==> src/rtl/mfsk_pkg.sv <==
// Shared types, constants and table-building functions for the MFSK tone generator.
// No dependencies; compiled first.
package mfsk_pkg;

   localparam int PHASE_BITS_DEF      = 32;
   localparam int SAMPLE_BITS_DEF     = 16;
   localparam int MAX_SPS_DEF         = 64;
   localparam int MAX_ORDER_LOG2_DEF  = 6;
   localparam int TABLE_ADDR_BITS_DEF = 10;

   localparam int SYMBOL_BITS    = 6;
   localparam int ORDER_BITS     = 3;
   localparam int SPS_BITS       = 7;
   localparam int FREQ_BITS      = 32;
   localparam int COUNT_BITS     = 32;
   localparam int COEF_BITS      = SYMBOL_BITS + 2;
   localparam int CSR_INDEX_BITS = 2;
   localparam int CSR_DATA_BITS  = 32;

   localparam logic [CSR_INDEX_BITS-1:0] CSR_ORDER_LOG2 = 2'd0;
   localparam logic [CSR_INDEX_BITS-1:0] CSR_SPS        = 2'd1;
   localparam logic [CSR_INDEX_BITS-1:0] CSR_FREQ_STEP  = 2'd2;

   localparam logic [ORDER_BITS-1:0] ORDER_LOG2_RESET = 3'd1;
   localparam logic [SPS_BITS-1:0]   SPS_RESET        = 7'd8;
   localparam logic [FREQ_BITS-1:0]  FREQ_STEP_RESET  = 32'd268435456;

   localparam longint unsigned Q30_ONE     = 64'd1 << 30;
   localparam longint unsigned HALF_PI_Q30 = 64'd1686629713;

   typedef struct packed {
      logic [ORDER_BITS-1:0] order_log2;
      logic [SPS_BITS-1:0]   samples_per_symbol;
      logic [FREQ_BITS-1:0]  freq_step;
   } cfg_type;

   typedef struct packed {
      logic load;
      logic issue;
      logic last;
   } cmd_type;

   typedef struct packed {
      logic advance;
   } status_type;

   function automatic longint unsigned mulq(input longint unsigned a,
                                            input longint unsigned b);
      return (a * b) >> 30;
   endfunction

   function automatic longint unsigned one_minus(input longint unsigned v);
      return (v < Q30_ONE) ? (Q30_ONE - v) : 64'd0;
   endfunction

   function automatic longint unsigned sin_q30(input longint unsigned x);
      longint unsigned x2;
      longint unsigned t;
      x2 = mulq(x, x);
      t  = one_minus(x2 / 110);
      t  = one_minus(mulq(x2, t) / 72);
      t  = one_minus(mulq(x2, t) / 42);
      t  = one_minus(mulq(x2, t) / 20);
      t  = one_minus(mulq(x2, t) / 6);
      return mulq(x, t);
   endfunction

   function automatic longint unsigned cos_q30(input longint unsigned x);
      longint unsigned x2;
      longint unsigned t;
      x2 = mulq(x, x);
      t  = one_minus(x2 / 132);
      t  = one_minus(mulq(x2, t) / 90);
      t  = one_minus(mulq(x2, t) / 56);
      t  = one_minus(mulq(x2, t) / 30);
      t  = one_minus(mulq(x2, t) / 12);
      return one_minus(mulq(x2, t) / 2);
   endfunction

   function automatic longint unsigned scale_amp(input longint unsigned v,
                                                 input int sample_bits);
      longint unsigned amp;
      longint unsigned r;
      amp = (64'd1 << (sample_bits - 1)) - 64'd1;
      r   = (amp * v + (64'd1 << 29)) >> 30;
      return (r > amp) ? amp : r;
   endfunction

   // Quarter-wave magnitude for entry k; want_sin picks sine over cosine.
   function automatic longint unsigned tone_mag(input int k, input int quarter_bits,
                                                input int sample_bits, input bit want_sin);
      longint unsigned x;
      x = (longint'(k) * HALF_PI_Q30) >> quarter_bits;
      return want_sin ? scale_amp(sin_q30(x), sample_bits)
                      : scale_amp(cos_q30(x), sample_bits);
   endfunction

endpackage

==> src/rtl/mfsk_if.sv <==
// Request and response channel interfaces for the MFSK tone generator.
// Depends on mfsk_pkg.
interface mfsk_req_if;
   import mfsk_pkg::*;
   logic                   valid;
   logic                   ready;
   logic [SYMBOL_BITS-1:0] symbol_index;
   modport source (output valid, output symbol_index, input ready);
   modport sink (input valid, input symbol_index, output ready);
endinterface

interface mfsk_rsp_if #(
   parameter int SAMPLE_BITS = mfsk_pkg::SAMPLE_BITS_DEF
);
   logic                          valid;
   logic                          ready;
   logic signed [SAMPLE_BITS-1:0] in_phase;
   logic signed [SAMPLE_BITS-1:0] quadrature;
   logic                          last;
   modport source (output valid, output in_phase, output quadrature, output last,
                   input ready);
   modport sink (input valid, input in_phase, input quadrature, input last,
                 output ready);
endinterface

==> src/rtl/mfsk_tone_generator.sv <==
// MFSK tone generator top level: channels, register bank, sequencer and datapath.
// Depends on mfsk_pkg, mfsk_if, mfsk_csr, mfsk_ctrl and mfsk_dp.
//
// Usage:
//   req_ch carries one tone index per request; rsp_ch returns samples_per_symbol
//   complex samples (in_phase = cos, quadrature = sin) per request, with last set
//   on the final sample of each burst. csr_we/csr_index/csr_wdata write the
//   tone order, burst length and frequency step; write them only while idle.
// Timing:
//   The first sample of a burst passes the issue, phase multiply, table lookup and
//   output register stages after the request is accepted. Samples then leave at
//   one per clock while rsp_ch is ready, and the next request is taken in the
//   cycle of the last issue; bursts stream without gaps. The sample counter n
//   advances once per sample and never restarts between bursts; the phase n*f
//   comes from one 32x32 multiplier; samples_per_symbol is clamped to 1..MAX_SPS.
// Reset and stall:
//   Reset clears the counter, the pipeline and the sequencer and restores the
//   register defaults. While rsp_ch is valid and not ready the whole pipeline
//   holds and the sequencer issues no sample, so no sample is lost or repeated.
module mfsk_tone_generator #(
   parameter int PHASE_BITS      = mfsk_pkg::PHASE_BITS_DEF,
   parameter int SAMPLE_BITS     = mfsk_pkg::SAMPLE_BITS_DEF,
   parameter int MAX_SPS         = mfsk_pkg::MAX_SPS_DEF,
   parameter int MAX_ORDER_LOG2  = mfsk_pkg::MAX_ORDER_LOG2_DEF,
   parameter int TABLE_ADDR_BITS = mfsk_pkg::TABLE_ADDR_BITS_DEF
) (
   input  logic                                clock,
   input  logic                                reset,
   mfsk_req_if.sink                            req_ch,
   mfsk_rsp_if.source                          rsp_ch,
   input  logic                                csr_we,
   input  logic [mfsk_pkg::CSR_INDEX_BITS-1:0] csr_index,
   input  logic [mfsk_pkg::CSR_DATA_BITS-1:0]  csr_wdata
);
   import mfsk_pkg::*;

   cfg_type                       cfg;
   cmd_type                       cmd;
   status_type                    status;
   logic                          req_ready;
   logic                          rsp_valid;
   logic signed [SAMPLE_BITS-1:0] in_phase;
   logic signed [SAMPLE_BITS-1:0] quadrature;
   logic                          last;

   mfsk_csr u_csr (
      .clock     (clock),
      .reset     (reset),
      .csr_we    (csr_we),
      .csr_index (csr_index),
      .csr_wdata (csr_wdata),
      .cfg       (cfg)
   );

   mfsk_ctrl #(
      .MAX_SPS (MAX_SPS)
   ) u_ctrl (
      .clock     (clock),
      .reset     (reset),
      .cfg       (cfg),
      .req_valid (req_ch.valid),
      .req_ready (req_ready),
      .status    (status),
      .cmd       (cmd)
   );

   mfsk_dp #(
      .PHASE_BITS      (PHASE_BITS),
      .SAMPLE_BITS     (SAMPLE_BITS),
      .MAX_ORDER_LOG2  (MAX_ORDER_LOG2),
      .TABLE_ADDR_BITS (TABLE_ADDR_BITS)
   ) u_dp (
      .clock        (clock),
      .reset        (reset),
      .cfg          (cfg),
      .symbol_index (req_ch.symbol_index),
      .cmd          (cmd),
      .status       (status),
      .rsp_valid    (rsp_valid),
      .rsp_ready    (rsp_ch.ready),
      .in_phase     (in_phase),
      .quadrature   (quadrature),
      .last         (last)
   );

   assign req_ch.ready      = req_ready;
   assign rsp_ch.valid      = rsp_valid;
   assign rsp_ch.in_phase   = in_phase;
   assign rsp_ch.quadrature = quadrature;
   assign rsp_ch.last       = last;

endmodule

==> src/rtl/mfsk_csr.sv <==
// Configuration register bank: tone order, burst length and frequency step.
// Depends on mfsk_pkg.
module mfsk_csr (
   input  logic                                 clock,
   input  logic                                 reset,
   input  logic                                 csr_we,
   input  logic [mfsk_pkg::CSR_INDEX_BITS-1:0]  csr_index,
   input  logic [mfsk_pkg::CSR_DATA_BITS-1:0]   csr_wdata,
   output mfsk_pkg::cfg_type                    cfg
);
   import mfsk_pkg::*;

   cfg_type cfg_ff;
   cfg_type cfg_in;

   always_comb begin
      cfg_in = cfg_ff;
      if (csr_we) begin
         unique case (csr_index)
            CSR_ORDER_LOG2: cfg_in.order_log2         = csr_wdata[ORDER_BITS-1:0];
            CSR_SPS:        cfg_in.samples_per_symbol = csr_wdata[SPS_BITS-1:0];
            CSR_FREQ_STEP:  cfg_in.freq_step          = csr_wdata[FREQ_BITS-1:0];
            default:        cfg_in = cfg_ff;
         endcase
      end
   end

   always_ff @(posedge clock) begin
      if (reset) begin
         cfg_ff.order_log2         <= ORDER_LOG2_RESET;
         cfg_ff.samples_per_symbol <= SPS_RESET;
         cfg_ff.freq_step          <= FREQ_STEP_RESET;
      end else begin
         cfg_ff <= cfg_in;
      end
   end

   assign cfg = cfg_ff;

endmodule

==> src/rtl/mfsk_ctrl.sv <==
// Burst sequencer: accepts a request and issues one sample per advancing cycle.
// Depends on mfsk_pkg.
module mfsk_ctrl #(
   parameter int MAX_SPS = mfsk_pkg::MAX_SPS_DEF
) (
   input  logic                 clock,
   input  logic                 reset,
   input  mfsk_pkg::cfg_type    cfg,
   input  logic                 req_valid,
   output logic                 req_ready,
   input  mfsk_pkg::status_type status,
   output mfsk_pkg::cmd_type    cmd
);
   import mfsk_pkg::*;

   localparam int POS_BITS = $clog2(MAX_SPS);

   typedef enum logic [1:0] {
      ST_IDLE  = 2'b01,
      ST_BURST = 2'b10
   } state_type;

   state_type            state_ff, state_in;
   logic [POS_BITS-1:0]  pos_ff, pos_in;
   logic [SPS_BITS-1:0]  sps_eff;
   logic [SPS_BITS-1:0]  sps_last;
   logic [POS_BITS-1:0]  last_pos;
   logic                 req_accept;

   always_comb begin
      if (cfg.samples_per_symbol == '0) begin
         sps_eff = SPS_BITS'(1);
      end else if (cfg.samples_per_symbol > SPS_BITS'(MAX_SPS)) begin
         sps_eff = SPS_BITS'(MAX_SPS);
      end else begin
         sps_eff = cfg.samples_per_symbol;
      end
   end

   assign sps_last = sps_eff - SPS_BITS'(1);
   assign last_pos = sps_last[POS_BITS-1:0];

   always_comb begin
      cmd.load  = 1'b0;
      cmd.issue = 1'b0;
      cmd.last  = 1'b0;
      req_ready = 1'b0;
      state_in  = state_ff;
      pos_in    = pos_ff;
      unique case (state_ff)
         ST_IDLE: begin
            req_ready = 1'b1;
            if (req_valid) begin
               state_in = ST_BURST;
               pos_in   = '0;
            end
         end
         ST_BURST: begin
            cmd.issue = status.advance;
            cmd.last  = status.advance && (pos_ff == last_pos);
            req_ready = cmd.last;
            if (cmd.last) begin
               pos_in   = '0;
               state_in = req_valid ? ST_BURST : ST_IDLE;
            end else if (cmd.issue) begin
               pos_in = pos_ff + POS_BITS'(1);
            end
         end
         default: begin
            state_in = ST_IDLE;
            pos_in   = '0;
         end
      endcase
      cmd.load = req_valid && req_ready;
   end

   assign req_accept = req_valid && req_ready;

   always_ff @(posedge clock) begin
      if (reset) begin
         state_ff <= ST_IDLE;
         pos_ff   <= '0;
      end else begin
         state_ff <= state_in;
         pos_ff   <= pos_in;
      end
   end

`ifndef NO_ASSERTIONS
   a_pos_in_burst: assert property (@(posedge clock) disable iff (reset)
      (state_ff == ST_BURST) |-> (pos_ff <= last_pos))
      else $error("burst position beyond burst length");
   a_end_to_idle: assert property (@(posedge clock) disable iff (reset)
      (cmd.last && !req_accept) |=> (state_ff == ST_IDLE))
      else $error("burst did not end after last sample");
`endif

endmodule

==> src/rtl/mfsk_dp.sv <==
// Datapath: frequency word, sample counter, phase multiply, quarter-wave ROM and
// output register with quadrant mapping. Depends on mfsk_pkg.
module mfsk_dp #(
   parameter int PHASE_BITS      = mfsk_pkg::PHASE_BITS_DEF,
   parameter int SAMPLE_BITS     = mfsk_pkg::SAMPLE_BITS_DEF,
   parameter int MAX_ORDER_LOG2  = mfsk_pkg::MAX_ORDER_LOG2_DEF,
   parameter int TABLE_ADDR_BITS = mfsk_pkg::TABLE_ADDR_BITS_DEF
) (
   input  logic                                clock,
   input  logic                                reset,
   input  mfsk_pkg::cfg_type                   cfg,
   input  logic [mfsk_pkg::SYMBOL_BITS-1:0]    symbol_index,
   input  mfsk_pkg::cmd_type                   cmd,
   output mfsk_pkg::status_type                status,
   output logic                                rsp_valid,
   input  logic                                rsp_ready,
   output logic signed [SAMPLE_BITS-1:0]       in_phase,
   output logic signed [SAMPLE_BITS-1:0]       quadrature,
   output logic                                last
);
   import mfsk_pkg::*;

   localparam int QUARTER_BITS = TABLE_ADDR_BITS - 2;
   localparam int QUARTER      = 1 << QUARTER_BITS;
   localparam int MAG_BITS     = SAMPLE_BITS - 1;

   typedef logic [MAG_BITS-1:0] mag_type;
   typedef mag_type rom_type [QUARTER];

   function automatic rom_type build_rom(input bit want_sin);
      rom_type t;
      for (int k = 0; k < QUARTER; k++) begin
         t[k] = mag_type'(tone_mag(k, QUARTER_BITS, SAMPLE_BITS, want_sin));
      end
      return t;
   endfunction

   localparam rom_type COS_ROM = build_rom(1'b0);
   localparam rom_type SIN_ROM = build_rom(1'b1);

   // symbol to frequency word
   logic [ORDER_BITS-1:0]             lg_eff;
   logic [SYMBOL_BITS-1:0]            idx_max;
   logic [SYMBOL_BITS-1:0]            idx_sat;
   logic [COEF_BITS-1:0]              tone_count;
   logic [COEF_BITS-1:0]              odd_index;
   logic signed [COEF_BITS-1:0]       coef;
   logic signed [FREQ_BITS+COEF_BITS:0] fw_prod;
   logic [FREQ_BITS-1:0]              fw_ff;
   logic [COUNT_BITS-1:0]             counter_ff;
   logic [COUNT_BITS-1:0]             phase_full;
   logic                              advance;

   logic                              valid1_ff, last1_ff;
   logic [PHASE_BITS-1:0]             phase1_ff;
   logic [TABLE_ADDR_BITS-1:0]        addr1;

   logic                              valid2_ff, last2_ff;
   logic [1:0]                        quad2_ff;
   mag_type                           cos2_ff, sin2_ff;
   logic signed [SAMPLE_BITS-1:0]     cos_pos, cos_neg, sin_pos, sin_neg;

   logic                              valid3_ff, last3_ff;
   logic signed [SAMPLE_BITS-1:0]     in_phase_ff, in_phase_in;
   logic signed [SAMPLE_BITS-1:0]     quad_ff, quad_in;

   always_comb begin
      if (cfg.order_log2 == '0) begin
         lg_eff = ORDER_BITS'(1);
      end else if (cfg.order_log2 > ORDER_BITS'(MAX_ORDER_LOG2)) begin
         lg_eff = ORDER_BITS'(MAX_ORDER_LOG2);
      end else begin
         lg_eff = cfg.order_log2;
      end
   end

   assign idx_max    = ~({SYMBOL_BITS{1'b1}} << lg_eff);
   assign idx_sat    = (symbol_index > idx_max) ? idx_max : symbol_index;
   assign tone_count = COEF_BITS'(1) << lg_eff;
   assign odd_index  = {1'b0, idx_sat, 1'b1};
   assign coef       = $signed(odd_index - tone_count);
   assign fw_prod    = $signed({1'b0, cfg.freq_step}) * coef;

   assign advance        = !valid3_ff || rsp_ready;
   assign status.advance = advance;

   always_ff @(posedge clock) begin
      if (cmd.load) begin
         fw_ff <= fw_prod[FREQ_BITS-1:0];
      end
   end

   always_ff @(posedge clock) begin
      if (reset) begin
         counter_ff <= '0;
      end else if (cmd.issue) begin
         counter_ff <= counter_ff + COUNT_BITS'(1);
      end
   end

   // stage 1: phase = n * f mod 2^32
   assign phase_full = counter_ff * fw_ff;

   always_ff @(posedge clock) begin
      if (reset) begin
         valid1_ff <= 1'b0;
      end else if (advance) begin
         valid1_ff <= cmd.issue;
      end
   end

   always_ff @(posedge clock) begin
      if (advance) begin
         last1_ff  <= cmd.last;
         phase1_ff <= phase_full[COUNT_BITS-1 -: PHASE_BITS];
      end
   end

   // stage 2: quarter-wave lookup
   assign addr1 = phase1_ff[PHASE_BITS-1 -: TABLE_ADDR_BITS];

   always_ff @(posedge clock) begin
      if (reset) begin
         valid2_ff <= 1'b0;
      end else if (advance) begin
         valid2_ff <= valid1_ff;
      end
   end

   always_ff @(posedge clock) begin
      if (advance) begin
         last2_ff <= last1_ff;
         quad2_ff <= addr1[TABLE_ADDR_BITS-1 -: 2];
         cos2_ff  <= COS_ROM[addr1[QUARTER_BITS-1:0]];
         sin2_ff  <= SIN_ROM[addr1[QUARTER_BITS-1:0]];
      end
   end

   // stage 3: quadrant mapping into the output register
   assign cos_pos = $signed({1'b0, cos2_ff});
   assign sin_pos = $signed({1'b0, sin2_ff});
   assign cos_neg = -cos_pos;
   assign sin_neg = -sin_pos;

   always_comb begin
      case (quad2_ff)
         2'd0: begin
            in_phase_in = cos_pos;
            quad_in     = sin_pos;
         end
         2'd1: begin
            in_phase_in = sin_neg;
            quad_in     = cos_pos;
         end
         2'd2: begin
            in_phase_in = cos_neg;
            quad_in     = sin_neg;
         end
         default: begin
            in_phase_in = sin_pos;
            quad_in     = cos_neg;
         end
      endcase
   end

   always_ff @(posedge clock) begin
      if (reset) begin
         valid3_ff <= 1'b0;
      end else if (advance) begin
         valid3_ff <= valid2_ff;
      end
   end

   always_ff @(posedge clock) begin
      if (advance) begin
         last3_ff    <= last2_ff;
         in_phase_ff <= in_phase_in;
         quad_ff     <= quad_in;
      end
   end

   assign rsp_valid  = valid3_ff;
   assign in_phase   = in_phase_ff;
   assign quadrature = quad_ff;
   assign last       = last3_ff;

`ifndef NO_ASSERTIONS
   a_counter_step: assert property (@(posedge clock) disable iff (reset)
      !$past(reset) |-> (counter_ff == $past(counter_ff) + COUNT_BITS'($past(cmd.issue))))
      else $error("sample counter out of step with issued samples");
   a_stage_move: assert property (@(posedge clock) disable iff (reset)
      (advance && valid1_ff) |=> valid2_ff)
      else $error("sample lost between phase and lookup stages");
`endif

endmodule

==> src/flat_wrapper.sv <==
// flat-port wrapper written by rule: the top's interface ports become plain ports
module mfsk_tone_generator_flat import mfsk_pkg::*;
#(
   parameter int PHASE_BITS      = mfsk_pkg::PHASE_BITS_DEF,
   parameter int SAMPLE_BITS     = mfsk_pkg::SAMPLE_BITS_DEF,
   parameter int MAX_SPS         = mfsk_pkg::MAX_SPS_DEF,
   parameter int MAX_ORDER_LOG2  = mfsk_pkg::MAX_ORDER_LOG2_DEF,
   parameter int TABLE_ADDR_BITS = mfsk_pkg::TABLE_ADDR_BITS_DEF
)
  (clock, reset, csr_we, csr_index, csr_wdata, req_ch_valid, req_ch_symbol_index, req_ch_ready, rsp_ch_valid, rsp_ch_in_phase, rsp_ch_quadrature, rsp_ch_last, rsp_ch_ready);
  mfsk_req_if req_ch_i ();
  mfsk_rsp_if #(.SAMPLE_BITS(SAMPLE_BITS)) rsp_ch_i ();
  input  logic clock;
  input  logic reset;
  input  logic csr_we;
  input  logic [mfsk_pkg::CSR_INDEX_BITS-1:0] csr_index;
  input  logic [mfsk_pkg::CSR_DATA_BITS-1:0] csr_wdata;
  input wire logic [$bits(req_ch_i.valid)-1:0] req_ch_valid;
  input wire logic [$bits(req_ch_i.symbol_index)-1:0] req_ch_symbol_index;
  output wire logic [$bits(req_ch_i.ready)-1:0] req_ch_ready;
  output wire logic [$bits(rsp_ch_i.valid)-1:0] rsp_ch_valid;
  output wire logic [$bits(rsp_ch_i.in_phase)-1:0] rsp_ch_in_phase;
  output wire logic [$bits(rsp_ch_i.quadrature)-1:0] rsp_ch_quadrature;
  output wire logic [$bits(rsp_ch_i.last)-1:0] rsp_ch_last;
  input wire logic [$bits(rsp_ch_i.ready)-1:0] rsp_ch_ready;
  assign req_ch_i.valid = req_ch_valid;
  assign req_ch_i.symbol_index = req_ch_symbol_index;
  assign req_ch_ready = req_ch_i.ready;
  assign rsp_ch_valid = rsp_ch_i.valid;
  assign rsp_ch_in_phase = rsp_ch_i.in_phase;
  assign rsp_ch_quadrature = rsp_ch_i.quadrature;
  assign rsp_ch_last = rsp_ch_i.last;
  assign rsp_ch_i.ready = rsp_ch_ready;
  mfsk_tone_generator #(.PHASE_BITS(PHASE_BITS), .SAMPLE_BITS(SAMPLE_BITS), .MAX_SPS(MAX_SPS), .MAX_ORDER_LOG2(MAX_ORDER_LOG2), .TABLE_ADDR_BITS(TABLE_ADDR_BITS)) u_core (.clock(clock), .reset(reset), .req_ch(req_ch_i), .rsp_ch(rsp_ch_i), .csr_we(csr_we), .csr_index(csr_index), .csr_wdata(csr_wdata));
endmodule
==> config.mk <==
export PLATFORM = sky130hd
export DESIGN_NAME = mfsk_tone_generator_flat
export DESIGN_NICKNAME = d
export VERILOG_FILES = /design/src/rtl/mfsk_pkg.sv /design/src/rtl/mfsk_if.sv /design/src/rtl/mfsk_tone_generator.sv /design/src/rtl/mfsk_csr.sv /design/src/rtl/mfsk_ctrl.sv /design/src/rtl/mfsk_dp.sv /design/src/flat_wrapper.sv
export SDC_FILE = /design/constraint.sdc
export NUM_CORES = 2
export LEC_CHECK = 0
export ABC_AREA = 1
export CORE_MARGIN = 2
export CORE_UTILIZATION = 40
export DETAILED_ROUTE_END_ITERATION = 8
export DONT_BUFFER_PORTS = 1
export HOLD_SLACK_MARGIN = 0.06
export PLACE_DENSITY = 0.57
export SETUP_SLACK_MARGIN = 0.02
export SYNTH_ARGS = -nofsm -noshare
export SYNTH_HDL_FRONTEND = slang
export SYNTH_SLANG_ARGS = --single-unit
==> constraint.sdc <==
create_clock -name clock -period 23.9 [get_ports clock]
set_input_delay 4.78 -clock clock [delete_from_list [all_inputs] [get_ports clock]]
set_output_delay 4.78 -clock clock [all_outputs]
set_load 0.01 [all_outputs]
==> results.sh <==
export IMPL_critPathMaxFanout=21
export IMPL_yosysTopAreaCell="fa_1"
export IMPL_final_cell_mix="nand2_1 (1,198), inv_1 (1,185), fa_1 (565)"
export IMPL_n_antenna_cell=0
export IMPL_p_leak_nw=20.0
export IMPL_async_flop_share=0
export IMPL_combPwrFrac=0.681
export IMPL_hold_viol=0
export IMPL_dp_hpwl_um=109000
export IMPL_ant_nets=0
export IMPL_finClkSkew_ps=37.3
export IMPL_synthesis_nets=6073
export IMPL_fillers=9886
export IMPL_rrSetupSlack_ps=16190
export IMPL_holdBufCountCts=0
export IMPL_seq_area_frac_synth=0.131
export IMPL_clk_latency_ps=530
export IMPL_setup_viol=0
export IMPL_ys_flop_type="edfxtp_1"
export IMPL_yosys_warnings=0
export IMPL_cp_arrival_ps=11460
export IMPL_area_delta_synth_final_pct=4.32
export IMPL_synth_cell_types=74
export IMPL_slowest_stage="o21ai_0"
export IMPL_clk_pin_slew_worst_paths_ps=80
export IMPL_p_clk_frac=0.110
export IMPL_dieArea_sq_um=97300
export IMPL_cts_sinks=194
export IMPL_avgSynthCellArea_sq_um=7.25
export IMPL_grt_antenna_before_repair=2
export IMPL_r2r_cells=33
export IMPL_coreArea_sq_um=93600
export IMPL_initial_core_util=0.405
export IMPL_cts_root_buffer="clkbuf_16"
export IMPL_ioPinCount=80
export IMPL_h_tree_depth=4
export IMPL_cts_made_buffers=17
export IMPL_r2r_end="u_core.u_dp.fw_ff[29]"
export IMPL_cts_tree="done"
export IMPL_multi_input_area_sq_um=27200
export IMPL_swShare=0.603
export IMPL_max_cap_violations=0
export IMPL_hold_end="u_core.u_dp.last2_ff"
export IMPL_hold_depth=0
export IMPL_grt_pass1_wl_um=219000
export IMPL_overflow=0
export IMPL_period_share=0.469
export IMPL_nets=5896
export IMPL_synth_area_leaders="fa_1 (30%), nand2_1 (12%), inv_1 (12%)"
export IMPL_grt_pass1_vias=35400
export IMPL_placementRows=112
export IMPL_post_cts_buffers=0
export IMPL_min_delay_start="u_core.u_dp.last1_ff"
export IMPL_slew_headroom=0.0969
export IMPL_ys_seq_elements=194
export IMPL_wire_per_inst_um=22.7
export IMPL_cp_end_kind="flip-flop"
export IMPL_drive_above_1_share=0.0424
export IMPL_power_mw=2.94
export IMPL_io_buffers=0
export IMPL_track_usage=0.298
export IMPL_cts_buffer_depth=2
export IMPL_pwr_share_seq=0.209
export IMPL_globalplace_congestion=1.05
export IMPL_slew_viol_final=0
export IMPL_outcome="complete, no violations"
export IMPL_yosysTopAreaCellShare=0.298
export IMPL_required_ps=24160
export IMPL_routed_wl_um=144000
export IMPL_syn_inst=5234
export IMPL_drc_errors=0
export IMPL_dr_total_vias=34500
export IMPL_path_class="in2reg"
export IMPL_first_iter_violations=3766
export IMPL_mappedNetlistArea_sq_um=37900
export IMPL_rr_startpoint="u_core.u_csr.cfg[39]"
export IMPL_grt_max_degree=73
export IMPL_worstHoldPathType="reg2reg"
export IMPL_post_cts_resized=0
export IMPL_fmax_mhz=89.3
export IMPL_slowest_delay_ps=520
export IMPL_period_minus_slack_ps=11200
export IMPL_drt_first_pass_iters=8
export IMPL_worst_pin_slew_ps=1340
export IMPL_die_y_um=312
export IMPL_die_w_um=312
export IMPL_viasPerCell=5.46
export IMPL_synth_edff_count=109
export IMPL_cp_start_kind="input port"
export IMPL_p_sw_mw=1.77
export IMPL_pwr_density_cell_nw_per_um2=74.3
export IMPL_rsz0062_at_grt="no"
export IMPL_final_common_cell="nand2_1"
export IMPL_timing_setup_tns_ps=0
export IMPL_ir_drop_mv=0.0694
export IMPL_seq_area_sq_um=4980
export IMPL_internal_power_mw=1.17
registers in the layout, indices dropped and copies added, names as in the netlist, 2 cells and up:
signal / count
u_core.u_csr.cfg: 42
u_core.u_ctrl.pos_ff: 6
u_core.u_ctrl.state_ff: 2
u_core.u_dp.cos2_ff: 15
u_core.u_dp.counter_ff: 32
u_core.u_dp.fw_ff: 32
u_core.u_dp.in_phase: 16
u_core.u_dp.phase1_ff: 10
u_core.u_dp.quad2_ff: 2
u_core.u_dp.quadrature: 16
u_core.u_dp.sin2_ff: 15
critical path: cells and delay by family:
kind,cells,cell delay (ps)
XOR/XNOR,2,520
buffers and inverters,5,690
adder cells (fa/ha/maj),7,2860
AO/OA/AOI/OAI,7,1270
AND/OR/NAND/NOR,10,1300
cell usage after synthesis, types with 14 or more instances:
cell type	n
nor2_1	378
xor2_1	55
fa_1	565
buf_2	51
nor2_2	19
o21ai_0	230
clkbuf_1	179
a31oi_1	16
nor4_1	14
edfxtp_1	109
dfxtp_1	85
o22ai_1	25
nand2_1	1198
nand3b_1	16
o221ai_1	21
xnor2_1	32
nand3_1	160
o21ai_1	49
a21oi_1	255
o2111ai_1	24
ha_1	229
nand4_1	33
nor3_1	43
buf_1	29
inv_1	1188
o211ai_1	32
inv_2	41
worst max path at each step:
stage	startpoint	slack, ps	cells past startpoint	to
after floorplan	req_ch_symbol_index[5]	13090	31	u_core.u_dp.fw_ff[23]
after global placement	req_ch_symbol_index[5]	12150	28	u_core.u_dp.fw_ff[29]
after detailed placement	req_ch_symbol_index[5]	12140	31	u_core.u_dp.fw_ff[29]
after CTS	req_ch_symbol_index[5]	12700	31	u_core.u_dp.fw_ff[29]
after global routing	req_ch_symbol_index[5]	12120	31	u_core.u_dp.fw_ff[29]
final	req_ch_symbol_index[5]	12700	31	u_core.u_dp.fw_ff[29]
cell families after synthesis:
group,Yosys count,share of synthesized area
adders and majority gates,794,0.374
buffers and inverters,1502,0.151
DFF,194,0.131
xor gates and xnor gates,89,0.0211
and+or+nand+nor,1899,0.206
other,1,0.0000989
AOI/OAI and AO/OA,755,0.117
per-stage QoR:
step	hold WS (ps)	util	area, sq um	std cells	setup slack, ps
after floorplan	400	-	37900	5234	13090
after global routing	435	0.423	39600	6324	12120
final	424	0.423	39600	6324	12700
after detailed placement	406	0.416	38900	6292	12140
after CTS	424	0.423	39600	6324	12700
after global placement	402	0.416	38900	6292	12150
metal layers:
layer  vias up  routed length [um]  track usage
met3       352               11600       0.0584
met1     16900               58500        0.380
li1      15700                   -            -
met2      1578               67000        0.497
met4         4                6460        0.122
met5         -                  27            0
power by group through the flow:
| stage | Clock, mW | Sequential [mW] | Combinational [mW] |
|---|---|---|---|
| floorplan | 0 | 0.539 | 1.24 |
| global placement | 0 | 0.622 | 1.95 |
| detailed placement | 0 | 0.622 | 1.92 |
| CTS | 0.332 | 0.614 | 1.93 |
| global route | 0.345 | 0.623 | 2.14 |
| finish | 0.323 | 0.615 | 2.00 |
area by class of cell:
class,instances,share of cell area
Multi-Input combinational cell,3538,0.688
Clock buffer,18,0.0111
Inverter,1237,0.118
Timing Repair Buffer,69,0.0131
Tap cell,1254,0.0397
Clock inverter,14,0.00449
Sequential cell,194,0.126
No activity file was read; power rests on OpenSTA's default activity.
